<file path="config.mk">
export PLATFORM = sky130hd
export DESIGN_NAME = exclusive_time_profiler
export DESIGN_NICKNAME = d
export VERILOG_FILES = /design/src/rtl/etp_pkg.sv /design/src/rtl/exclusive_time_profiler.sv /design/src/rtl/etp_frame_ram.sv /design/src/rtl/etp_ctrl.sv
export VERILOG_INCLUDE_DIRS = /design/src /design/src/rtl
export SDC_FILE = /design/constraint.sdc
export NUM_CORES = 2
export LEC_CHECK = 0
export ABC_AREA = 1
export BUFFER_PORTS_ARGS = -buffer_cell sky130_fd_sc_hd__buf_2
export CAP_MARGIN = 10
export CORE_AREA = 3 3 341 343
export DETAILED_ROUTE_END_ITERATION = 6
export DIE_AREA = 0 0 344 346
export PLACE_DENSITY = 0.7
export REMOVE_ABC_BUFFERS = 1
export SYNTH_ARGS = -nofsm -noshare
export SYNTH_HDL_FRONTEND = slang
export SYNTH_HIERARCHICAL = 1
export SYNTH_SLANG_ARGS = --single-unit
</file>
<file path="constraint.sdc">
create_clock -name clk -period 10.3 [get_ports clk]
set_clock_uncertainty 0.1 [all_clocks]
set_input_delay 1.545 -clock clk [delete_from_list [all_inputs] [get_ports clk]]
set_output_delay 1.545 -clock clk [all_outputs]
set_load 0.02 [all_outputs]
</file>
<file path="src/rtl/exclusive_time_profiler_macros.svh">
// ---------------------------------------------------------------------------
// Exclusive time profiler assertion macros
// Shared concurrent assertion forms, clocked on the rising edge and muted
// while reset is held.
// ---------------------------------------------------------------------------
`ifndef EXCLUSIVE_TIME_PROFILER_MACROS_SVH
`define EXCLUSIVE_TIME_PROFILER_MACROS_SVH

// Condition holds at every edge out of reset
`define ETP_ASSERT_ALWAYS(label, clk, rst_n, cond, msg) \
  label: assert property (@(posedge clk) disable iff (!rst_n) (cond)) \
    else $error(msg);

// Consequent holds in the same cycle as the antecedent
`define ETP_ASSERT_SAME(label, clk, rst_n, ante, cons, msg) \
  label: assert property (@(posedge clk) disable iff (!rst_n) (ante) |-> (cons)) \
    else $error(msg);

// Consequent holds in the cycle after the antecedent
`define ETP_ASSERT_NEXT(label, clk, rst_n, ante, cons, msg) \
  label: assert property (@(posedge clk) disable iff (!rst_n) (ante) |=> (cons)) \
    else $error(msg);

`endif

</file>
<file path="src/rtl/etp_pkg.sv">
// ---------------------------------------------------------------------------
// Exclusive time profiler package
// Beat types, frame layout, status codes and the saturating time adder.
// ---------------------------------------------------------------------------
package etp_pkg;

  // Fixed field widths
  localparam int ID_BITS   = 8;
  localparam int TIME_BITS = 32;

  // Default call stack depth
  localparam int STACK_DEPTH_DEF = 16;

  // Result status codes
  localparam logic STATUS_DONE = 1'b0;
  localparam logic STATUS_DROP = 1'b1;

  typedef struct packed {
    logic [ID_BITS-1:0]   func_id;
    logic [TIME_BITS-1:0] event_time;
  } in_item_t;

  typedef struct packed {
    logic [ID_BITS-1:0]   done_id;
    logic [TIME_BITS-1:0] exclusive_time;
    logic                 status;
  } out_item_t;

  // One call stack frame
  typedef struct packed {
    logic [ID_BITS-1:0]   id;
    logic [TIME_BITS-1:0] total;
    logic [TIME_BITS-1:0] resume;
  } frame_t;

  // Frame memory port controls
  typedef struct packed {
    logic wr_en;
    logic rd_en;
  } mem_cmd_t;

  // Add two times, clamp at all ones on carry out
  function automatic logic [TIME_BITS-1:0] sat_add(input logic [TIME_BITS-1:0] a,
                                                  input logic [TIME_BITS-1:0] b);
    logic [TIME_BITS:0] sum;
    sum = {1'b0, a} + {1'b0, b};
    if (sum[TIME_BITS]) begin
      return '1;
    end
    return sum[TIME_BITS-1:0];
  endfunction

endpackage

</file>
<file path="src/rtl/exclusive_time_profiler.sv">
// ---------------------------------------------------------------------------
// Exclusive time profiler
// Call stack profiler that reports each function's own run time.
// ---------------------------------------------------------------------------
// Events are taken one at a time. An event on an empty stack only writes its
// frame; a dropped push onto a full stack reads the top frame, then reports
// the drop; a pop reads the top frame and reports, then, if a frame remains,
// reads it and rewrites its resume time; a push reads the top frame, writes it
// back credited, then writes the new frame. The single frame memory takes one
// read or one write per cycle, with registered read data. Results leave through
// an output register, so the next event is accepted while a result still waits;
// a stalled result holds back only a later event that itself produces a result.
// Stack frames are never cleared, as only entries below the frame count are read.
// ---------------------------------------------------------------------------
module exclusive_time_profiler
  import etp_pkg::*;
#(
  parameter int STACK_DEPTH = STACK_DEPTH_DEF
) (
  input  logic      clk,
  input  logic      rst_n,
  input  logic      in_valid,
  output logic      in_stall,
  input  in_item_t  in_data,
  output logic      out_valid,
  input  logic      out_stall,
  output out_item_t out_data
);

  localparam int ADDR_W = $clog2(STACK_DEPTH);
  localparam int CNT_W  = $clog2(STACK_DEPTH + 1);

  mem_cmd_t          cmd;
  logic [ADDR_W-1:0] waddr, raddr;
  frame_t            wdata, rdata;
  logic              res_valid, res_ready;
  out_item_t         res_data;
  logic              out_valid_r;
  out_item_t         out_data_r;

  etp_ctrl #(
    .STACK_DEPTH (STACK_DEPTH),
    .ADDR_W      (ADDR_W),
    .CNT_W       (CNT_W)
  ) u_ctrl (
    .clk       (clk),
    .rst_n     (rst_n),
    .in_valid  (in_valid),
    .in_stall  (in_stall),
    .in_data   (in_data),
    .res_valid (res_valid),
    .res_ready (res_ready),
    .res_data  (res_data),
    .cmd       (cmd),
    .waddr     (waddr),
    .wdata     (wdata),
    .raddr     (raddr),
    .rdata     (rdata)
  );

  etp_frame_ram #(
    .STACK_DEPTH (STACK_DEPTH),
    .ADDR_W      (ADDR_W)
  ) u_ram (
    .clk   (clk),
    .cmd   (cmd),
    .waddr (waddr),
    .wdata (wdata),
    .raddr (raddr),
    .rdata (rdata)
  );

  // Take a result when the output register is empty or draining
  assign res_ready = !out_valid_r || !out_stall;

  // Hold the result beat until taken
  always_ff @(posedge clk) begin
    if (!rst_n) begin
      out_valid_r <= 1'b0;
    end else if (res_ready) begin
      out_valid_r <= res_valid;
    end
  end

  always_ff @(posedge clk) begin
    if (res_ready && res_valid) begin
      out_data_r <= res_data;
    end
  end

  assign out_valid = out_valid_r;
  assign out_data  = out_data_r;

endmodule

</file>
<file path="src/rtl/etp_frame_ram.sv">
// ---------------------------------------------------------------------------
// Exclusive time profiler frame memory
// Single write port, single read port, registered read data.
// ---------------------------------------------------------------------------
module etp_frame_ram
  import etp_pkg::*;
#(
  parameter int STACK_DEPTH = STACK_DEPTH_DEF,
  parameter int ADDR_W      = $clog2(STACK_DEPTH)
) (
  input  logic              clk,
  input  mem_cmd_t          cmd,
  input  logic [ADDR_W-1:0] waddr,
  input  frame_t            wdata,
  input  logic [ADDR_W-1:0] raddr,
  output frame_t            rdata
);

  frame_t mem [STACK_DEPTH];
  frame_t rdata_r;

  // Write the frame
  always_ff @(posedge clk) begin
    if (cmd.wr_en) begin
      mem[waddr] <= wdata;
    end
  end

  // Read and hold until the next read
  always_ff @(posedge clk) begin
    if (cmd.rd_en) begin
      rdata_r <= mem[raddr];
    end
  end

  assign rdata = rdata_r;

endmodule

</file>
<file path="src/rtl/etp_ctrl.sv">
// ---------------------------------------------------------------------------
// Exclusive time profiler stack control
// Keeps the frame count, reads the top frame, credits it and writes back
// pushes and resume times; pops and dropped pushes are reported as results.
// ---------------------------------------------------------------------------
`include "exclusive_time_profiler_macros.svh"

module etp_ctrl
  import etp_pkg::*;
#(
  parameter int STACK_DEPTH = STACK_DEPTH_DEF,
  parameter int ADDR_W      = $clog2(STACK_DEPTH),
  parameter int CNT_W       = $clog2(STACK_DEPTH + 1)
) (
  input  logic              clk,
  input  logic              rst_n,
  input  logic              in_valid,
  output logic              in_stall,
  input  in_item_t          in_data,
  output logic              res_valid,
  input  logic              res_ready,
  output out_item_t         res_data,
  output mem_cmd_t          cmd,
  output logic [ADDR_W-1:0] waddr,
  output frame_t            wdata,
  output logic [ADDR_W-1:0] raddr,
  input  frame_t            rdata
);

  localparam logic [1:0] S_IDLE   = 2'd0;
  localparam logic [1:0] S_EXEC   = 2'd1;
  localparam logic [1:0] S_PUSH   = 2'd2;
  localparam logic [1:0] S_RESUME = 2'd3;

  localparam logic [CNT_W-1:0] CNT_FULL = CNT_W'(STACK_DEPTH);
  localparam logic [CNT_W-1:0] CNT_ONE  = CNT_W'(1);
  localparam logic [CNT_W-1:0] CNT_TWO  = CNT_W'(2);

  logic [1:0]           state_r, state_nxt;
  logic [CNT_W-1:0]     count_r, count_nxt;
  in_item_t             item_r;
  logic [CNT_W-1:0]     cnt_dec, cnt_dec2, cnt_inc;
  logic [ADDR_W-1:0]    top_idx;
  logic [TIME_BITS-1:0] run_time, total_new;
  logic                 accept, match, full;

  assign accept   = in_valid && !in_stall;
  assign in_stall = (state_r != S_IDLE);

  assign cnt_dec  = count_r - CNT_ONE;
  assign cnt_dec2 = count_r - CNT_TWO;
  assign cnt_inc  = count_r + CNT_ONE;
  assign top_idx  = cnt_dec[ADDR_W-1:0];

  // Credit the top frame with the time since it resumed
  assign run_time  = item_r.event_time - rdata.resume;
  assign total_new = sat_add(rdata.total, run_time);
  assign match     = (rdata.id == item_r.func_id);
  assign full      = (count_r == CNT_FULL);

  // Sequence one event through the frame memory
  always_comb begin
    state_nxt = state_r;
    count_nxt = count_r;
    cmd       = '0;
    waddr     = top_idx;
    raddr     = top_idx;
    wdata     = '0;
    res_valid = 1'b0;
    res_data  = '0;
    case (state_r)
      S_IDLE: begin
        if (accept) begin
          if (count_r == '0) begin
            cmd.wr_en = 1'b1;
            waddr     = '0;
            wdata     = '{id: in_data.func_id, total: '0, resume: in_data.event_time};
            count_nxt = CNT_ONE;
          end else begin
            cmd.rd_en = 1'b1;
            state_nxt = S_EXEC;
          end
        end
      end
      S_EXEC: begin
        if (match) begin
          res_valid = 1'b1;
          res_data  = '{done_id: item_r.func_id, exclusive_time: total_new,
                        status: STATUS_DONE};
          if (res_ready) begin
            count_nxt = cnt_dec;
            if (cnt_dec != '0) begin
              cmd.rd_en = 1'b1;
              raddr     = cnt_dec2[ADDR_W-1:0];
              state_nxt = S_RESUME;
            end else begin
              state_nxt = S_IDLE;
            end
          end
        end else if (full) begin
          res_valid = 1'b1;
          res_data  = '{done_id: item_r.func_id, exclusive_time: '0,
                        status: STATUS_DROP};
          if (res_ready) begin
            state_nxt = S_IDLE;
          end
        end else begin
          cmd.wr_en = 1'b1;
          wdata     = '{id: rdata.id, total: total_new, resume: rdata.resume};
          state_nxt = S_PUSH;
        end
      end
      S_PUSH: begin
        cmd.wr_en = 1'b1;
        waddr     = count_r[ADDR_W-1:0];
        wdata     = '{id: item_r.func_id, total: '0, resume: item_r.event_time};
        count_nxt = cnt_inc;
        state_nxt = S_IDLE;
      end
      S_RESUME: begin
        cmd.wr_en = 1'b1;
        wdata     = '{id: rdata.id, total: rdata.total, resume: item_r.event_time};
        state_nxt = S_IDLE;
      end
      default: begin
        state_nxt = S_IDLE;
      end
    endcase
  end

  // Advance control state
  always_ff @(posedge clk) begin
    if (!rst_n) begin
      state_r <= S_IDLE;
      count_r <= '0;
    end else begin
      state_r <= state_nxt;
      count_r <= count_nxt;
    end
  end

  // Hold the accepted beat
  always_ff @(posedge clk) begin
    if (accept) begin
      item_r <= in_data;
    end
  end

  `ETP_ASSERT_ALWAYS(a_count_bound, clk, rst_n, count_r <= CNT_FULL, "count past depth")
  `ETP_ASSERT_ALWAYS(a_one_port_op, clk, rst_n, !(cmd.wr_en && cmd.rd_en), "read with write")
  `ETP_ASSERT_SAME(a_res_in_exec, clk, rst_n, res_valid, state_r == S_EXEC, "result outside exec")
  `ETP_ASSERT_NEXT(a_push_grows, clk, rst_n, state_r == S_PUSH, count_r == $past(cnt_inc), "bad push")

endmodule
</file>
==> flow_metrics.env <==
export IMPL_required_ns=10.68
export IMPL_fillers=9455
export IMPL_mostFrequentLayoutCell="nand2_1"
export IMPL_use_met2_pct=44.8
export IMPL_syn_to_final_growth_pct=9.58
export IMPL_htree_num_levels=4
export IMPL_startpoint_type="register"
export IMPL_initial_core_util_pct=53.6
export IMPL_synthDistinctLibCells=45
export IMPL_syn_avg_cell_area_um2=9.79
export IMPL_yosys_register_bits=1313
export IMPL_multiInputGateArea_um2=16200
export IMPL_drive_above_1_share_pct=6.36
export IMPL_cp_end_kind="register"
export IMPL_postCtsSetupBuffers=0
export IMPL_die_h_um=346
export IMPL_clk_path_buf_depth=3
export IMPL_netlist_top_cell_by_area="edfxtp_1"
export IMPL_grt_max_degree=324
export IMPL_overflow=0
export IMPL_ys_warn_count=6
export IMPL_fmax_mhz=137
export IMPL_ys_flop_type="edfxtp_1"
export IMPL_synth_area_leaders="edfxtp_1 (64%), nand2_1 (13%), nand3_1 (7.8%)"
export IMPL_netlist_area_leader_share_pct=64.2
export IMPL_portBuffers=86
export IMPL_drtIter0Drc=5360
export IMPL_grt_util_all_layers_pct=27.5
export IMPL_wl_per_cell_um=21.0
export IMPL_period_needed_ns=7.30
export IMPL_cts_tree="done"
export IMPL_core_um2=114000
export IMPL_drt_first_pass_iters=6
export IMPL_min_path_type="reg2reg"
export IMPL_min_period_over_period_pct=70.9
export IMPL_num_rows=124
export IMPL_worstPathArrival_ns=7.68
export IMPL_power_density_nw_per_um2=340
export IMPL_worst_pin_slew_ns=2.06
export IMPL_mostFrequentLayoutCells="nand2_1 (2065), edfxtp_1 (1305), inv_1 (1106), nand3_1 (951), clkbuf_16 (141)"
export IMPL_final_cell_area_um2=66900
export IMPL_path_clk_slew_ns=0.06
export IMPL_via_count=42900
export IMPL_power_total_mw=22.8
export IMPL_setup_viol=0
export IMPL_crit_fanout=323
export IMPL_drv_cap=0
export IMPL_hold_buffers=0
export IMPL_syn_area_um2=61000
export IMPL_hold_viol=0
export IMPL_fin_nets=6371
export IMPL_async_flop_share_pct=0
export IMPL_wl_um=165000
export IMPL_fp_dieW_um=344
export IMPL_seq_area_um2=39300
export IMPL_violations="max-slew violations"
export IMPL_status="finished, violations left"
export IMPL_drcViolationCount=0
export IMPL_numClockSinks=1313
export IMPL_insertion_delay_ns=0.74
export IMPL_synth_edf_count=1305
export IMPL_ir_worst_vdd_uv=456
export IMPL_antenna_found_initial=2
export IMPL_drv_slew=181
export IMPL_synth_seq_area_share_pct=64.5
export IMPL_syn_inst=6236
export IMPL_use_met3_pct=4.22
export IMPL_numCtsBuffers=137
export IMPL_grt_pass1_wl_um=247000
export IMPL_busiest_layer="met2"
export IMPL_placed_cell_area_um2=62600
export IMPL_post_dp_hpwl_um=87600
export IMPL_grtUsageMet1_pct=38.0
export IMPL_rsz0062_at_grt="false"
export IMPL_via_per_inst=5.45
export IMPL_io_pins=87
export IMPL_relSlewSlack_pct=-37.3
export IMPL_worst_setup_path_type="reg2reg"
export IMPL_grt_pass1_vias=40600
export IMPL_cts_resized_gates=0
export IMPL_reg2reg_setup_slack_ns=3.00
export IMPL_ant_nets=0
export IMPL_fp_dieArea_um2=119000
export IMPL_gp_congestion=0.923
export IMPL_ctsRootBufferMaster="clkbuf_16"
export IMPL_leakage_nw=29.0
## cell usage after synthesis, drive strengths merged (11+ instances only)
| library cell | number |
|---|---|
| edfxtp | 1305 |
| nand3 | 962 |
| buf | 231 |
| ha | 74 |
| xnor2 | 11 |
| o21ai | 72 |
| nor3 | 15 |
| nor2 | 110 |
| nand4 | 13 |
| xor2 | 38 |
| a21oi | 105 |
| nand2 | 2075 |
| inv | 1117 |
| clkbuf | 43 |
## sequential cells by signal, indices dropped and copies added (netlist names)
name	flops
u_ram/mem	1152
u_ram/rdata	72
out_data	41
u_ctrl/item_r	40
u_ctrl/count_r	5
u_ctrl/state_r	2
out_valid	1
## kinds of logic (layout without fill, tap and decap cells)
logic type	count (synthesis)	count (layout)	synth area share (%)
simple gates	3184	3184	21.9
xor+xnor	49	49	0.703
other cells	0	1	0
fa+ha+maj	76	76	1.58
buf+inv	1391	1507	9.35
flops	1313	1313	64.5
compound gates	223	223	2.03
## routing by layer
layer	wire, um	vias to the layer above
li1	-	20200
met3	14800	334
met5	0	-
met4	5150	0
met2	78900	2083
met1	66100	20300
## report_power, final
group          switching, mW  internal [mW]
Combinational           7.69           2.69
Sequential             0.222           7.41
Clock                   2.00           2.74
Total                   9.92           12.8
## stage by stage
stage | setup slack [ns] | instances | hold WS, ns | TNS, ns | utilization, %
finish | 3.00 | 7865 | 0.474 | 0 | 58.7
CTS | 3.60 | 7860 | 0.479 | 0 | 58.7
global placement | 3.76 | 7620 | 0.467 | 0 | 55.0
floorplan | -27.01 | 5962 | 0.415 | -1942.29 | -
global route | 3.16 | 7864 | 0.521 | 0 | 58.7
detailed placement | 3.65 | 7620 | 0.470 | 0 | 55.0
## cell type report
| cell class | instances | area share [%] |
|---|---|---|
| multi-input cells | 3532 | 24.2 |
| diodes | 1 | 0.00374 |
| flip-flops and latches | 1313 | 58.8 |
| clock inverters | 64 | 0.896 |
| well taps | 1512 | 2.83 |
| clock buffers | 176 | 5.49 |
| repair buffers | 150 | 1.42 |
| inverters | 1117 | 6.34 |
## critical path: stages (launching register included)
cell	delay (ns)
dfxtp_2	0.63
inv_1	0.29
ha_1	0.43
nand3_2	0.54
nor2_1	0.56
nand2_1	0.46
xor2_4	0.33
clkinv_16	0.29
buf_4	0.86
buf_4	0.92
nand2_1	0.12
nand3_1	0.11
nand3_1	0.10
nand3_1	0.15
nand2_1	0.07
## worst paths after layout
path                           from                 to  depth (start not counted)
setup / recovery  u_ctrl/state_r[1]    u_ram/rdata[21]                         14
hold / removal    u_ctrl/count_r[2]  u_ctrl/count_r[2]                          2
setup reg to reg  u_ctrl/state_r[1]    u_ram/rdata[21]                         14
hold reg to reg   u_ctrl/count_r[2]  u_ctrl/count_r[2]                          2
No activity file was read; power rests on OpenSTA's default activity.
